==> src/sv/ams_pkg.sv <==
// shared types and constants for the adjacency matrix graph store
`default_nettype none

package ams_pkg;

  localparam int MAX_VERTICES_DEF = 32;
  localparam int ID_W             = 32;
  localparam int COUNT_W          = 6;
  localparam int FUNC_W           = 2;

  // function codes of an input transfer
  localparam logic [FUNC_W-1:0] FUNC_ADD_EDGE  = 2'd0;
  localparam logic [FUNC_W-1:0] FUNC_QRY_SUCC  = 2'd1;
  localparam logic [FUNC_W-1:0] FUNC_QRY_PRED  = 2'd2;
  localparam logic [FUNC_W-1:0] FUNC_UNDEFINED = 2'd3;

  // sequencer states
  typedef enum logic [3:0] {
    S_IDLE,
    S_SEARCH,
    S_DECIDE,
    S_ADD_SRC,
    S_ADD_DST,
    S_EDGE_RD,
    S_EDGE_WR,
    S_ROW_RD,
    S_SCAN,
    S_DONE
  } state_t;

  // read and write strobes of one memory port pair
  typedef struct packed {
    logic re;
    logic we;
  } mem_ctl_t;

endpackage

`default_nettype wire

==> src/sv/ams_if.sv <==
// valid/ready channel interfaces for input items and result items
`default_nettype none

interface ams_in_if;
  logic               valid;
  logic               ready;
  logic [1:0]         func;
  logic signed [31:0] src_id;
  logic signed [31:0] dst_id;

  modport source (output valid, func, src_id, dst_id, input ready);
  modport sink   (input valid, func, src_id, dst_id, output ready);
endinterface

interface ams_out_if;
  logic               valid;
  logic               ready;
  logic signed [31:0] neighbor_id;
  logic               has_neighbor;
  logic               vertex_known;
  logic               table_full;
  logic [5:0]         vertex_count;
  logic               last;

  modport source (output valid, neighbor_id, has_neighbor, vertex_known, table_full,
                  vertex_count, last, input ready);
  modport sink   (input valid, neighbor_id, has_neighbor, vertex_known, table_full,
                  vertex_count, last, output ready);
endinterface

`default_nettype wire

==> src/sv/ams_ram.sv <==
// single port pair synchronous ram with registered read data
`default_nettype none

module ams_ram #(
  parameter int WIDTH = 32,
  parameter int DEPTH = 32,
  parameter int AW    = $clog2(DEPTH)
) (
  input  wire logic             clk,
  input  wire ams_pkg::mem_ctl_t ctl,
  input  wire logic [AW-1:0]    addr,
  input  wire logic [WIDTH-1:0] wdata,
  output      logic [WIDTH-1:0] rdata_r
);
  import ams_pkg::*;

  logic [WIDTH-1:0] mem [DEPTH];

  // write and read, read data held while no read is issued
  always_ff @(posedge clk) begin
    if (ctl.we) begin
      mem[addr] <= wdata;
    end
    if (ctl.re) begin
      rdata_r <= mem[addr];
    end
  end

endmodule

`default_nettype wire

==> src/sv/ams_ctrl.sv <==
// sequencer: id search, vertex registration, edge update and neighbor scan
`default_nettype none

module ams_ctrl #(
  parameter int MAXV = ams_pkg::MAX_VERTICES_DEF,
  parameter int IW   = $clog2(MAXV),
  parameter int CW   = $clog2(MAXV + 1)
) (
  input  wire logic              clk,
  input  wire logic              rst_n,
  ams_in_if.sink                 in_ch,
  ams_out_if.source              out_ch,
  output      ams_pkg::mem_ctl_t id_ctl,
  output      logic [IW-1:0]     id_addr,
  output      logic [31:0]       id_wdata,
  input  wire logic [31:0]       id_rdata,
  output      ams_pkg::mem_ctl_t edge_ctl,
  output      logic [IW-1:0]     edge_addr,
  output      logic [MAXV-1:0]   edge_wdata,
  input  wire logic [MAXV-1:0]   edge_rdata
);
  import ams_pkg::*;

  state_t            state_r, state_nxt;
  logic [FUNC_W-1:0] func_r;
  logic [31:0]       src_r;
  logic [31:0]       dst_r;
  logic [CW-1:0]     used_r;
  logic [CW-1:0]     idx_r;
  logic              pend_r;
  logic [IW-1:0]     pend_idx_r;
  logic              sf_r;
  logic [IW-1:0]     si_r;
  logic              df_r;
  logic [IW-1:0]     di_r;
  logic              hold_r;
  logic [31:0]       hold_id_r;
  logic              known_r;
  logic              full_r;

  logic              out_valid_r;
  logic [31:0]       out_nid_r;
  logic              out_has_r;
  logic              out_known_r;
  logic              out_full_r;
  logic [CW-1:0]     out_count_r;
  logic              out_last_r;

  logic              accept;
  logic              issue;
  logic              out_free;
  logic              hit;
  logic              stall;
  logic              too_full;
  logic [CW:0]       need;
  logic              push;
  logic [31:0]       push_nid;
  logic              push_has;
  logic              push_known;
  logic              push_full;
  logic              push_last;

  assign accept   = in_ch.valid && in_ch.ready;
  assign issue    = idx_r < used_r;
  assign out_free = !out_valid_r || out_ch.ready;

  // vertices an add edge would register, and the capacity check
  always_comb begin
    need = '0;
    if (!sf_r) begin
      need = need + 1'b1;
    end
    if (!df_r && !(!sf_r && src_r == dst_r)) begin
      need = need + 1'b1;
    end
    too_full = ({1'b0, used_r} + need) > (CW + 1)'(MAXV);
  end

  // neighbor hit of the entry whose read data is back this cycle
  always_comb begin
    if (func_r == FUNC_QRY_SUCC) begin
      hit = pend_r && edge_rdata[pend_idx_r];
    end else begin
      hit = pend_r && edge_rdata[si_r];
    end
    stall = hit && hold_r && !out_free;
  end

  // next state
  always_comb begin
    state_nxt = state_r;
    unique case (state_r)
      S_IDLE: begin
        if (accept) begin
          state_nxt = (in_ch.func == FUNC_UNDEFINED) ? S_DONE : S_SEARCH;
        end
      end
      S_SEARCH: begin
        if (!issue && !pend_r) begin
          state_nxt = S_DECIDE;
        end
      end
      S_DECIDE: begin
        if (func_r == FUNC_ADD_EDGE) begin
          state_nxt = too_full ? S_DONE : S_ADD_SRC;
        end else if (!sf_r) begin
          state_nxt = S_DONE;
        end else if (func_r == FUNC_QRY_SUCC) begin
          state_nxt = S_ROW_RD;
        end else begin
          state_nxt = S_SCAN;
        end
      end
      S_ADD_SRC: state_nxt = S_ADD_DST;
      S_ADD_DST: state_nxt = S_EDGE_RD;
      S_EDGE_RD: state_nxt = S_EDGE_WR;
      S_EDGE_WR: state_nxt = S_DONE;
      S_ROW_RD:  state_nxt = S_SCAN;
      S_SCAN: begin
        if (!issue && !pend_r) begin
          state_nxt = S_DONE;
        end
      end
      S_DONE: begin
        if (out_free) begin
          state_nxt = S_IDLE;
        end
      end
      default: state_nxt = S_IDLE;
    endcase
  end

  // memory strobes, addresses and result pushes per state
  always_comb begin
    in_ch.ready = 1'b0;
    id_ctl      = '0;
    id_addr     = idx_r[IW-1:0];
    id_wdata    = src_r;
    edge_ctl    = '0;
    edge_addr   = idx_r[IW-1:0];
    edge_wdata  = '0;
    push        = 1'b0;
    push_nid    = hold_id_r;
    push_has    = 1'b0;
    push_known  = 1'b0;
    push_full   = 1'b0;
    push_last   = 1'b0;
    unique case (state_r) inside
      S_IDLE: begin
        in_ch.ready = 1'b1;
      end
      S_SEARCH: begin
        id_ctl.re = issue;
      end
      S_ADD_SRC: begin
        id_addr     = used_r[IW-1:0];
        edge_addr   = used_r[IW-1:0];
        id_ctl.we   = !sf_r;
        edge_ctl.we = !sf_r;
      end
      S_ADD_DST: begin
        id_addr     = used_r[IW-1:0];
        id_wdata    = dst_r;
        edge_addr   = used_r[IW-1:0];
        id_ctl.we   = !df_r;
        edge_ctl.we = !df_r;
      end
      S_EDGE_RD, S_ROW_RD: begin
        edge_addr   = si_r;
        edge_ctl.re = 1'b1;
      end
      S_EDGE_WR: begin
        edge_addr   = si_r;
        edge_ctl.we = 1'b1;
        edge_wdata  = edge_rdata | ({{(MAXV-1){1'b0}}, 1'b1} << di_r);
      end
      S_SCAN: begin
        if (!stall) begin
          id_ctl.re   = issue;
          edge_ctl.re = issue && (func_r == FUNC_QRY_PRED);
        end
        // a new hit releases the one held before it
        push       = hit && hold_r && out_free;
        push_has   = 1'b1;
        push_known = 1'b1;
      end
      S_DONE: begin
        push       = out_free;
        push_nid   = hold_r ? hold_id_r : '0;
        push_has   = hold_r;
        push_known = known_r;
        push_full  = full_r;
        push_last  = 1'b1;
      end
      default: begin
        push = 1'b0;
      end
    endcase
  end

  // sequencer and control registers
  always_ff @(posedge clk) begin
    if (!rst_n) begin
      state_r <= S_IDLE;
      used_r  <= '0;
      pend_r  <= 1'b0;
      hold_r  <= 1'b0;
    end else begin
      state_r <= state_nxt;
      case (state_r)
        S_IDLE: begin
          if (accept) begin
            func_r  <= in_ch.func;
            src_r   <= in_ch.src_id;
            dst_r   <= in_ch.dst_id;
            idx_r   <= '0;
            pend_r  <= 1'b0;
            sf_r    <= 1'b0;
            df_r    <= 1'b0;
            hold_r  <= 1'b0;
            known_r <= 1'b0;
            full_r  <= 1'b0;
          end
        end
        S_SEARCH: begin
          // one table entry issued per cycle, compared in the cycle after its read
          if (issue) begin
            idx_r <= idx_r + 1'b1;
          end
          pend_r     <= issue;
          pend_idx_r <= idx_r[IW-1:0];
          if (pend_r && !sf_r && id_rdata == src_r) begin
            sf_r <= 1'b1;
            si_r <= pend_idx_r;
          end
          if (pend_r && !df_r && id_rdata == dst_r) begin
            df_r <= 1'b1;
            di_r <= pend_idx_r;
          end
        end
        S_DECIDE: begin
          idx_r   <= '0;
          pend_r  <= 1'b0;
          full_r  <= (func_r == FUNC_ADD_EDGE) && too_full;
          known_r <= (func_r != FUNC_ADD_EDGE) && sf_r;
        end
        S_ADD_SRC: begin
          if (!sf_r) begin
            sf_r   <= 1'b1;
            si_r   <= used_r[IW-1:0];
            used_r <= used_r + 1'b1;
            // self loop on a new vertex needs one slot only
            if (src_r == dst_r) begin
              df_r <= 1'b1;
              di_r <= used_r[IW-1:0];
            end
          end
        end
        S_ADD_DST: begin
          if (!df_r) begin
            df_r   <= 1'b1;
            di_r   <= used_r[IW-1:0];
            used_r <= used_r + 1'b1;
          end
        end
        S_EDGE_WR: begin
          known_r <= 1'b1;
        end
        S_SCAN: begin
          if (!stall) begin
            if (issue) begin
              idx_r <= idx_r + 1'b1;
            end
            pend_r     <= issue;
            pend_idx_r <= idx_r[IW-1:0];
            if (hit) begin
              hold_r    <= 1'b1;
              hold_id_r <= id_rdata;
            end
          end
        end
        default: begin
          pend_r <= pend_r;
        end
      endcase
    end
  end

  // result output register
  always_ff @(posedge clk) begin
    if (!rst_n) begin
      out_valid_r <= 1'b0;
    end else if (push) begin
      out_valid_r <= 1'b1;
    end else if (out_ch.ready) begin
      out_valid_r <= 1'b0;
    end
  end

  always_ff @(posedge clk) begin
    if (push) begin
      out_nid_r   <= push_nid;
      out_has_r   <= push_has;
      out_known_r <= push_known;
      out_full_r  <= push_full;
      out_count_r <= used_r;
      out_last_r  <= push_last;
    end
  end

  assign out_ch.valid        = out_valid_r;
  assign out_ch.neighbor_id  = out_nid_r;
  assign out_ch.has_neighbor = out_has_r;
  assign out_ch.vertex_known = out_known_r;
  assign out_ch.table_full   = out_full_r;
  assign out_ch.vertex_count = COUNT_W'(out_count_r);
  assign out_ch.last         = out_last_r;

endmodule

`default_nettype wire

==> src/sv/adjacency_matrix_graph_store_core.sv <==
// top level of the adjacency matrix directed graph store
//
//   channel   dir   transfer when    payload
//   in_ch     in    valid && ready   func, src_id, dst_id
//   out_ch    out   valid && ready   neighbor_id, has_neighbor, vertex_known,
//                                    table_full, vertex_count, last
//
// the id search and the neighbor scan each step one memory entry per cycle
// through the id table and adjacency row memories, the scan only while the
// output does not stall it.
// reset clears the vertex count and the sequencer state, not the memories;
// rows are cleared as vertices register.
// a new item is taken while the last result still waits in the output
// register; a stalled output holds the neighbor scan.
`default_nettype none

module adjacency_matrix_graph_store_core #(
  parameter int MAX_VERTICES = ams_pkg::MAX_VERTICES_DEF
) (
  input wire logic  clk,
  input wire logic  rst_n,
  ams_in_if.sink    in_ch,
  ams_out_if.source out_ch
);
  import ams_pkg::*;

  localparam int IW = $clog2(MAX_VERTICES);
  localparam int CW = $clog2(MAX_VERTICES + 1);

  mem_ctl_t                id_ctl;
  logic [IW-1:0]           id_addr;
  logic [31:0]             id_wdata;
  logic [31:0]             id_rdata;
  mem_ctl_t                edge_ctl;
  logic [IW-1:0]           edge_addr;
  logic [MAX_VERTICES-1:0] edge_wdata;
  logic [MAX_VERTICES-1:0] edge_rdata;

  // sequencer
  ams_ctrl #(
    .MAXV (MAX_VERTICES),
    .IW   (IW),
    .CW   (CW)
  ) u_ctrl (
    .clk        (clk),
    .rst_n      (rst_n),
    .in_ch      (in_ch),
    .out_ch     (out_ch),
    .id_ctl     (id_ctl),
    .id_addr    (id_addr),
    .id_wdata   (id_wdata),
    .id_rdata   (id_rdata),
    .edge_ctl   (edge_ctl),
    .edge_addr  (edge_addr),
    .edge_wdata (edge_wdata),
    .edge_rdata (edge_rdata)
  );

  // index to id table
  ams_ram #(
    .WIDTH (ID_W),
    .DEPTH (MAX_VERTICES),
    .AW    (IW)
  ) u_id_ram (
    .clk     (clk),
    .ctl     (id_ctl),
    .addr    (id_addr),
    .wdata   (id_wdata),
    .rdata_r (id_rdata)
  );

  // adjacency rows, bit j of row i is edge i to j
  ams_ram #(
    .WIDTH (MAX_VERTICES),
    .DEPTH (MAX_VERTICES),
    .AW    (IW)
  ) u_edge_ram (
    .clk     (clk),
    .ctl     (edge_ctl),
    .addr    (edge_addr),
    .wdata   (edge_wdata),
    .rdata_r (edge_rdata)
  );

endmodule

`default_nettype wire
==> src/flat_wrapper.sv <==
// flat-port wrapper written by rule: the top's interface ports become plain ports
module adjacency_matrix_graph_store_core_flat import ams_pkg::*;
#(
  parameter int MAX_VERTICES = ams_pkg::MAX_VERTICES_DEF
)
  (clk, rst_n, in_ch_valid, in_ch_func, in_ch_src_id, in_ch_dst_id, in_ch_ready, out_ch_valid, out_ch_neighbor_id, out_ch_has_neighbor, out_ch_vertex_known, out_ch_table_full, out_ch_vertex_count, out_ch_last, out_ch_ready);
  ams_in_if in_ch_i ();
  ams_out_if out_ch_i ();
  input wire logic clk;
  input wire logic rst_n;
  input wire logic [$bits(in_ch_i.valid)-1:0] in_ch_valid;
  input wire logic [$bits(in_ch_i.func)-1:0] in_ch_func;
  input wire logic [$bits(in_ch_i.src_id)-1:0] in_ch_src_id;
  input wire logic [$bits(in_ch_i.dst_id)-1:0] in_ch_dst_id;
  output wire logic [$bits(in_ch_i.ready)-1:0] in_ch_ready;
  output wire logic [$bits(out_ch_i.valid)-1:0] out_ch_valid;
  output wire logic [$bits(out_ch_i.neighbor_id)-1:0] out_ch_neighbor_id;
  output wire logic [$bits(out_ch_i.has_neighbor)-1:0] out_ch_has_neighbor;
  output wire logic [$bits(out_ch_i.vertex_known)-1:0] out_ch_vertex_known;
  output wire logic [$bits(out_ch_i.table_full)-1:0] out_ch_table_full;
  output wire logic [$bits(out_ch_i.vertex_count)-1:0] out_ch_vertex_count;
  output wire logic [$bits(out_ch_i.last)-1:0] out_ch_last;
  input wire logic [$bits(out_ch_i.ready)-1:0] out_ch_ready;
  assign in_ch_i.valid = in_ch_valid;
  assign in_ch_i.func = in_ch_func;
  assign in_ch_i.src_id = in_ch_src_id;
  assign in_ch_i.dst_id = in_ch_dst_id;
  assign in_ch_ready = in_ch_i.ready;
  assign out_ch_valid = out_ch_i.valid;
  assign out_ch_neighbor_id = out_ch_i.neighbor_id;
  assign out_ch_has_neighbor = out_ch_i.has_neighbor;
  assign out_ch_vertex_known = out_ch_i.vertex_known;
  assign out_ch_table_full = out_ch_i.table_full;
  assign out_ch_vertex_count = out_ch_i.vertex_count;
  assign out_ch_last = out_ch_i.last;
  assign out_ch_i.ready = out_ch_ready;
  adjacency_matrix_graph_store_core #(.MAX_VERTICES(MAX_VERTICES)) u_core (.clk(clk), .rst_n(rst_n), .in_ch(in_ch_i), .out_ch(out_ch_i));
endmodule
==> config.mk <==
export PLATFORM = sky130hd
export DESIGN_NAME = adjacency_matrix_graph_store_core_flat
export DESIGN_NICKNAME = d
export VERILOG_FILES = /design/src/sv/ams_pkg.sv /design/src/sv/ams_if.sv /design/src/sv/ams_ram.sv /design/src/sv/ams_ctrl.sv /design/src/sv/adjacency_matrix_graph_store_core.sv /design/src/flat_wrapper.sv
export SDC_FILE = /design/constraint.sdc
export NUM_CORES = 2
export LEC_CHECK = 0
export BUFFER_PORTS_ARGS = -buffer_cell sky130_fd_sc_hd__buf_4
export CORE_MARGIN = 4
export CORE_UTILIZATION = 45
export DETAILED_ROUTE_END_ITERATION = 10
export GPL_TIMING_DRIVEN = 0
export PLACE_DENSITY = 0.61
export REMOVE_ABC_BUFFERS = 1
export SLEW_MARGIN = 5
export SYNTH_ARGS = -nofsm -noshare
export SYNTH_HDL_FRONTEND = slang
export SYNTH_HIERARCHICAL = 1
export SYNTH_SLANG_ARGS = --single-unit
export TNS_END_PERCENT = 50
==> constraint.sdc <==
create_clock -name clk -period 5.3 [get_ports clk]
set_input_delay 0.53 -clock clk [delete_from_list [all_inputs] [get_ports clk]]
set_output_delay 0.53 -clock clk [all_outputs]
set_load 0.01 [all_outputs]
==> results.ini <==
[outcome]
status=completed

[timing]
final.setup.tns_ns=0
maxSlewHeadroom=0.2166
setup_viol_count_final=0
drv_slew=0
fmax_mhz=197.8
worst_pin_slew_ns=1.164
hold_viol=0
finalCriticalPeriod_ns=5.057
fin_skew_ns=0.04568
fin_crit_sh=0.9541
grt_setup_unrepaired=no

[worst_setup_path]
crit_path_max_fanout=3
setup.worst_path.end_class=register
reg2reg_depth=18
start_kind=register
required_ns=6.00
worstSetupPathType=reg2reg
cp_data_arrival_time_ns=5.76

[place]
dp_cells=7753
io_buffer_count=113
place_congestion=0.8609
dpl.hpwl_um=154300
placed_cell_area_sq_mm=0.09697

[power]
p_sw_frac=0.2801
p_total_mw=45.92
seq_power_share=0.461
intPower_mw=33.06
irDropWorstVdd_mv=0.3551
p_clk_frac=0.340
p_leak_nw=37.28
powerDensity_mw_per_mm2=437.0
comb_power_share=0.199
p_switching_mw=12.86

[run]
maxCapViolCount=0

[floorplan]
io_pins=114
start_util=0.4530
rows=163
fp.dieW_um=453.8
coreArea_sq_mm=0.1974
die_area_sq_mm=0.2059
fp.dieH_um=453.8

[final_layout]
post-route-util=0.5322
area_growth_syn_to_layout_pct=17.49
drive_gt1_frac=0.1512
fill_cells=15460
nets=5493
fin_cells=8238
final_cell_area_sq_mm=0.1051

[drt]
vias_per_cell=5.914
ant_nets=0
wl_um=240700
drcViolationCount=0
vias=48720
wl_per_cell_um=29.22
drtPass1Iterations=5
drt_iter0_markers=4937

[logic_synthesis]
ys_types=75
yosys_most_used_dff=edfxtp_1
netlist_top_cells_count=edfxtp_1, mux2i_1, o22ai_1, nand2_1, buf_2
synth_area_per_cell_sq_um=17.69
yosys.cell_count.top_type=edfxtp_1
synth_area_sq_mm=0.08943
seq_area_frac_synth=0.7675
syn_inst=5054
synth_enable_flop_cells=2277
yosys_warnings=6
synth_top_area_cell=edfxtp_1
ys_ff_latch=2290
synth_top_cell_area_share=0.7646
postSynth.asyncResetShare=0
synthTopCellsByArea=edfxtp_1, mux2i_1, o22ai_1, nor4_1, buf_2

[clocking]
cts.root.buffer_cell=clkbuf_16
cts_max_path_buffers=3
clock_latency_ns=0.86
cts_tree=done
cts_sinks=2290
clkTransAtPathRegs_ns=0.06
cts_buffers=224
htree_levels=4

[global_routing]
antenna_found_initial=1
grt_pass1_wl_um=337800
grt_overflow_total=0
grt_usage=0.2294
grt_max_degree=54
grt_pass1_vias=46990

[hold_path]
hold_path.class=in2reg
hold_path_depth=4

## layer usage
layer,GRT usage,routed length [um],vias to the layer above
met5,0,0,-
met4,0.1090,12490,0
met3,0.03475,15790,475
met2,0.3889,119800,1957
met1,0.2905,92660,25260
li1,-,-,21030
## cells in the final DEF, fill, tap and decap left out, types with 49 or more instances in the layout
| cell type | instances |
|---|---|
| dlygate4sd3_1 | 68 |
| nor4_1 | 128 |
| buf_12 | 66 |
| clkinv_1 | 51 |
| nand2_1 | 193 |
| nor2_4 | 59 |
| buf_4 | 137 |
| o22ai_1 | 514 |
| clkbuf_16 | 224 |
| clkbuf_1 | 49 |
| xnor2_1 | 70 |
| edfxtp_1 | 2277 |
| a21oi_1 | 51 |
| mux2i_1 | 1044 |
| buf_16 | 53 |
## path summary, 6_finish.rpt
kind                         startpoint                    endpoint  slack, ns
max              u_core/u_ctrl/dst_r[3]    u_core/u_ctrl/state_r[3]       0.24
min                         in_ch_valid        u_core/u_ctrl/hold_r       0.10
max reg2reg      u_core/u_ctrl/dst_r[3]    u_core/u_ctrl/state_r[3]       0.24
min reg2reg  u_core/u_id_ram/rdata_r[8]  u_core/u_ctrl/hold_id_r[8]       0.53
## worst max-delay path: stages (launching register included)
cell and delay (ns):
edfxtp_1 0.55, xnor2_2 0.48, nand4_1 0.35, nor4_1 0.29
nand4_1 0.20, nor4_4 0.50, nor2_1 0.12, ha_1 0.33
ha_1 0.18, inv_1 0.06, fa_1 0.37, inv_1 0.09
a31oi_1 0.08, nor3b_1 0.26, o21ai_0 0.17, o31ai_1 0.38
a31oi_1 0.17, a221oi_1 0.27, nor4_1 0.07
## power groups by stage
stage | Sequential (mW) | Combinational (mW) | Clock, mW
2_1_floorplan | 21.2 | 5.80 | 0
3_3_place_gp | 21.5 | 7.34 | 0
3_5_place_dp | 21.5 | 8.99 | 0
4_1_cts | 21.1 | 9.07 | 15.9
5_1_grt | 21.2 | 9.57 | 16.6
6_report | 21.2 | 9.16 | 15.6
## flip-flops by register name (all words and copies together) (netlist names), 6 cells and up
signal	flops
u_core/u_edge_ram/mem	1024
u_core/u_ctrl/src_r	32
u_core/u_ctrl/hold_id_r	32
u_core/u_id_ram/rdata_r	32
u_core/u_ctrl/out_ch.neighbor_id	32
u_core/u_ctrl/idx_r	6
u_core/u_ctrl/used_r	6
u_core/u_ctrl/out_ch.vertex_count	6
u_core/u_id_ram/mem	1024
u_core/u_ctrl/dst_r	32
u_core/u_edge_ram/rdata_r	32
## cell families (layout without fill, tap and decap cells)
family / Yosys count / after routing / share of synthesized area
compound gates: 624 / 627 / 0.04395
xor+xnor: 106 / 106 / 0.01038
fa+ha+maj: 11 / 11 / 0.001623
buf+inv: 303 / 842 / 0.01852
flops: 2290 / 2290 / 0.7675
mux: 1059 / 1059 / 0.1193
other cells: 0 / 2 / 0
simple gates: 661 / 661 / 0.03873
## stage by stage
step | setup slack (ns) | hold slack (ns)
3_3_place_gp | -36.43 | 0.5096
4_1_cts | 0.002192 | 0.03422
3_5_place_dp | -0.7115 | 0.5164
6_report | 0.2435 | 0.1015
2_1_floorplan | -21.45 | 0.4902
5_1_grt | 0.1110 | 0.05785
## what timing repair did
action	in CTS	in global routing
hold endpoints to repair	70	0
hold buffers	68	0
gates resized for setup	20	12
endpoints found under the setup margin	1053	304
setup buffers	0	2
pin swaps	1	2
gates cloned	1	2
## final cells by class
class	instances	area [sq um]	share of cell area
antenna	2	5.005	0.00004763
clock buffer	273	5789	0.05510
clock inverter	137	1415	0.01347
inverter	19	73.82	0.0007026
multi-input combinational	2464	20170	0.1920
sequential	2290	68640	0.6533
tap	2640	3303	0.03144
timing repair buffer	413	5672	0.05398
(Power assumes the default switching activity.)
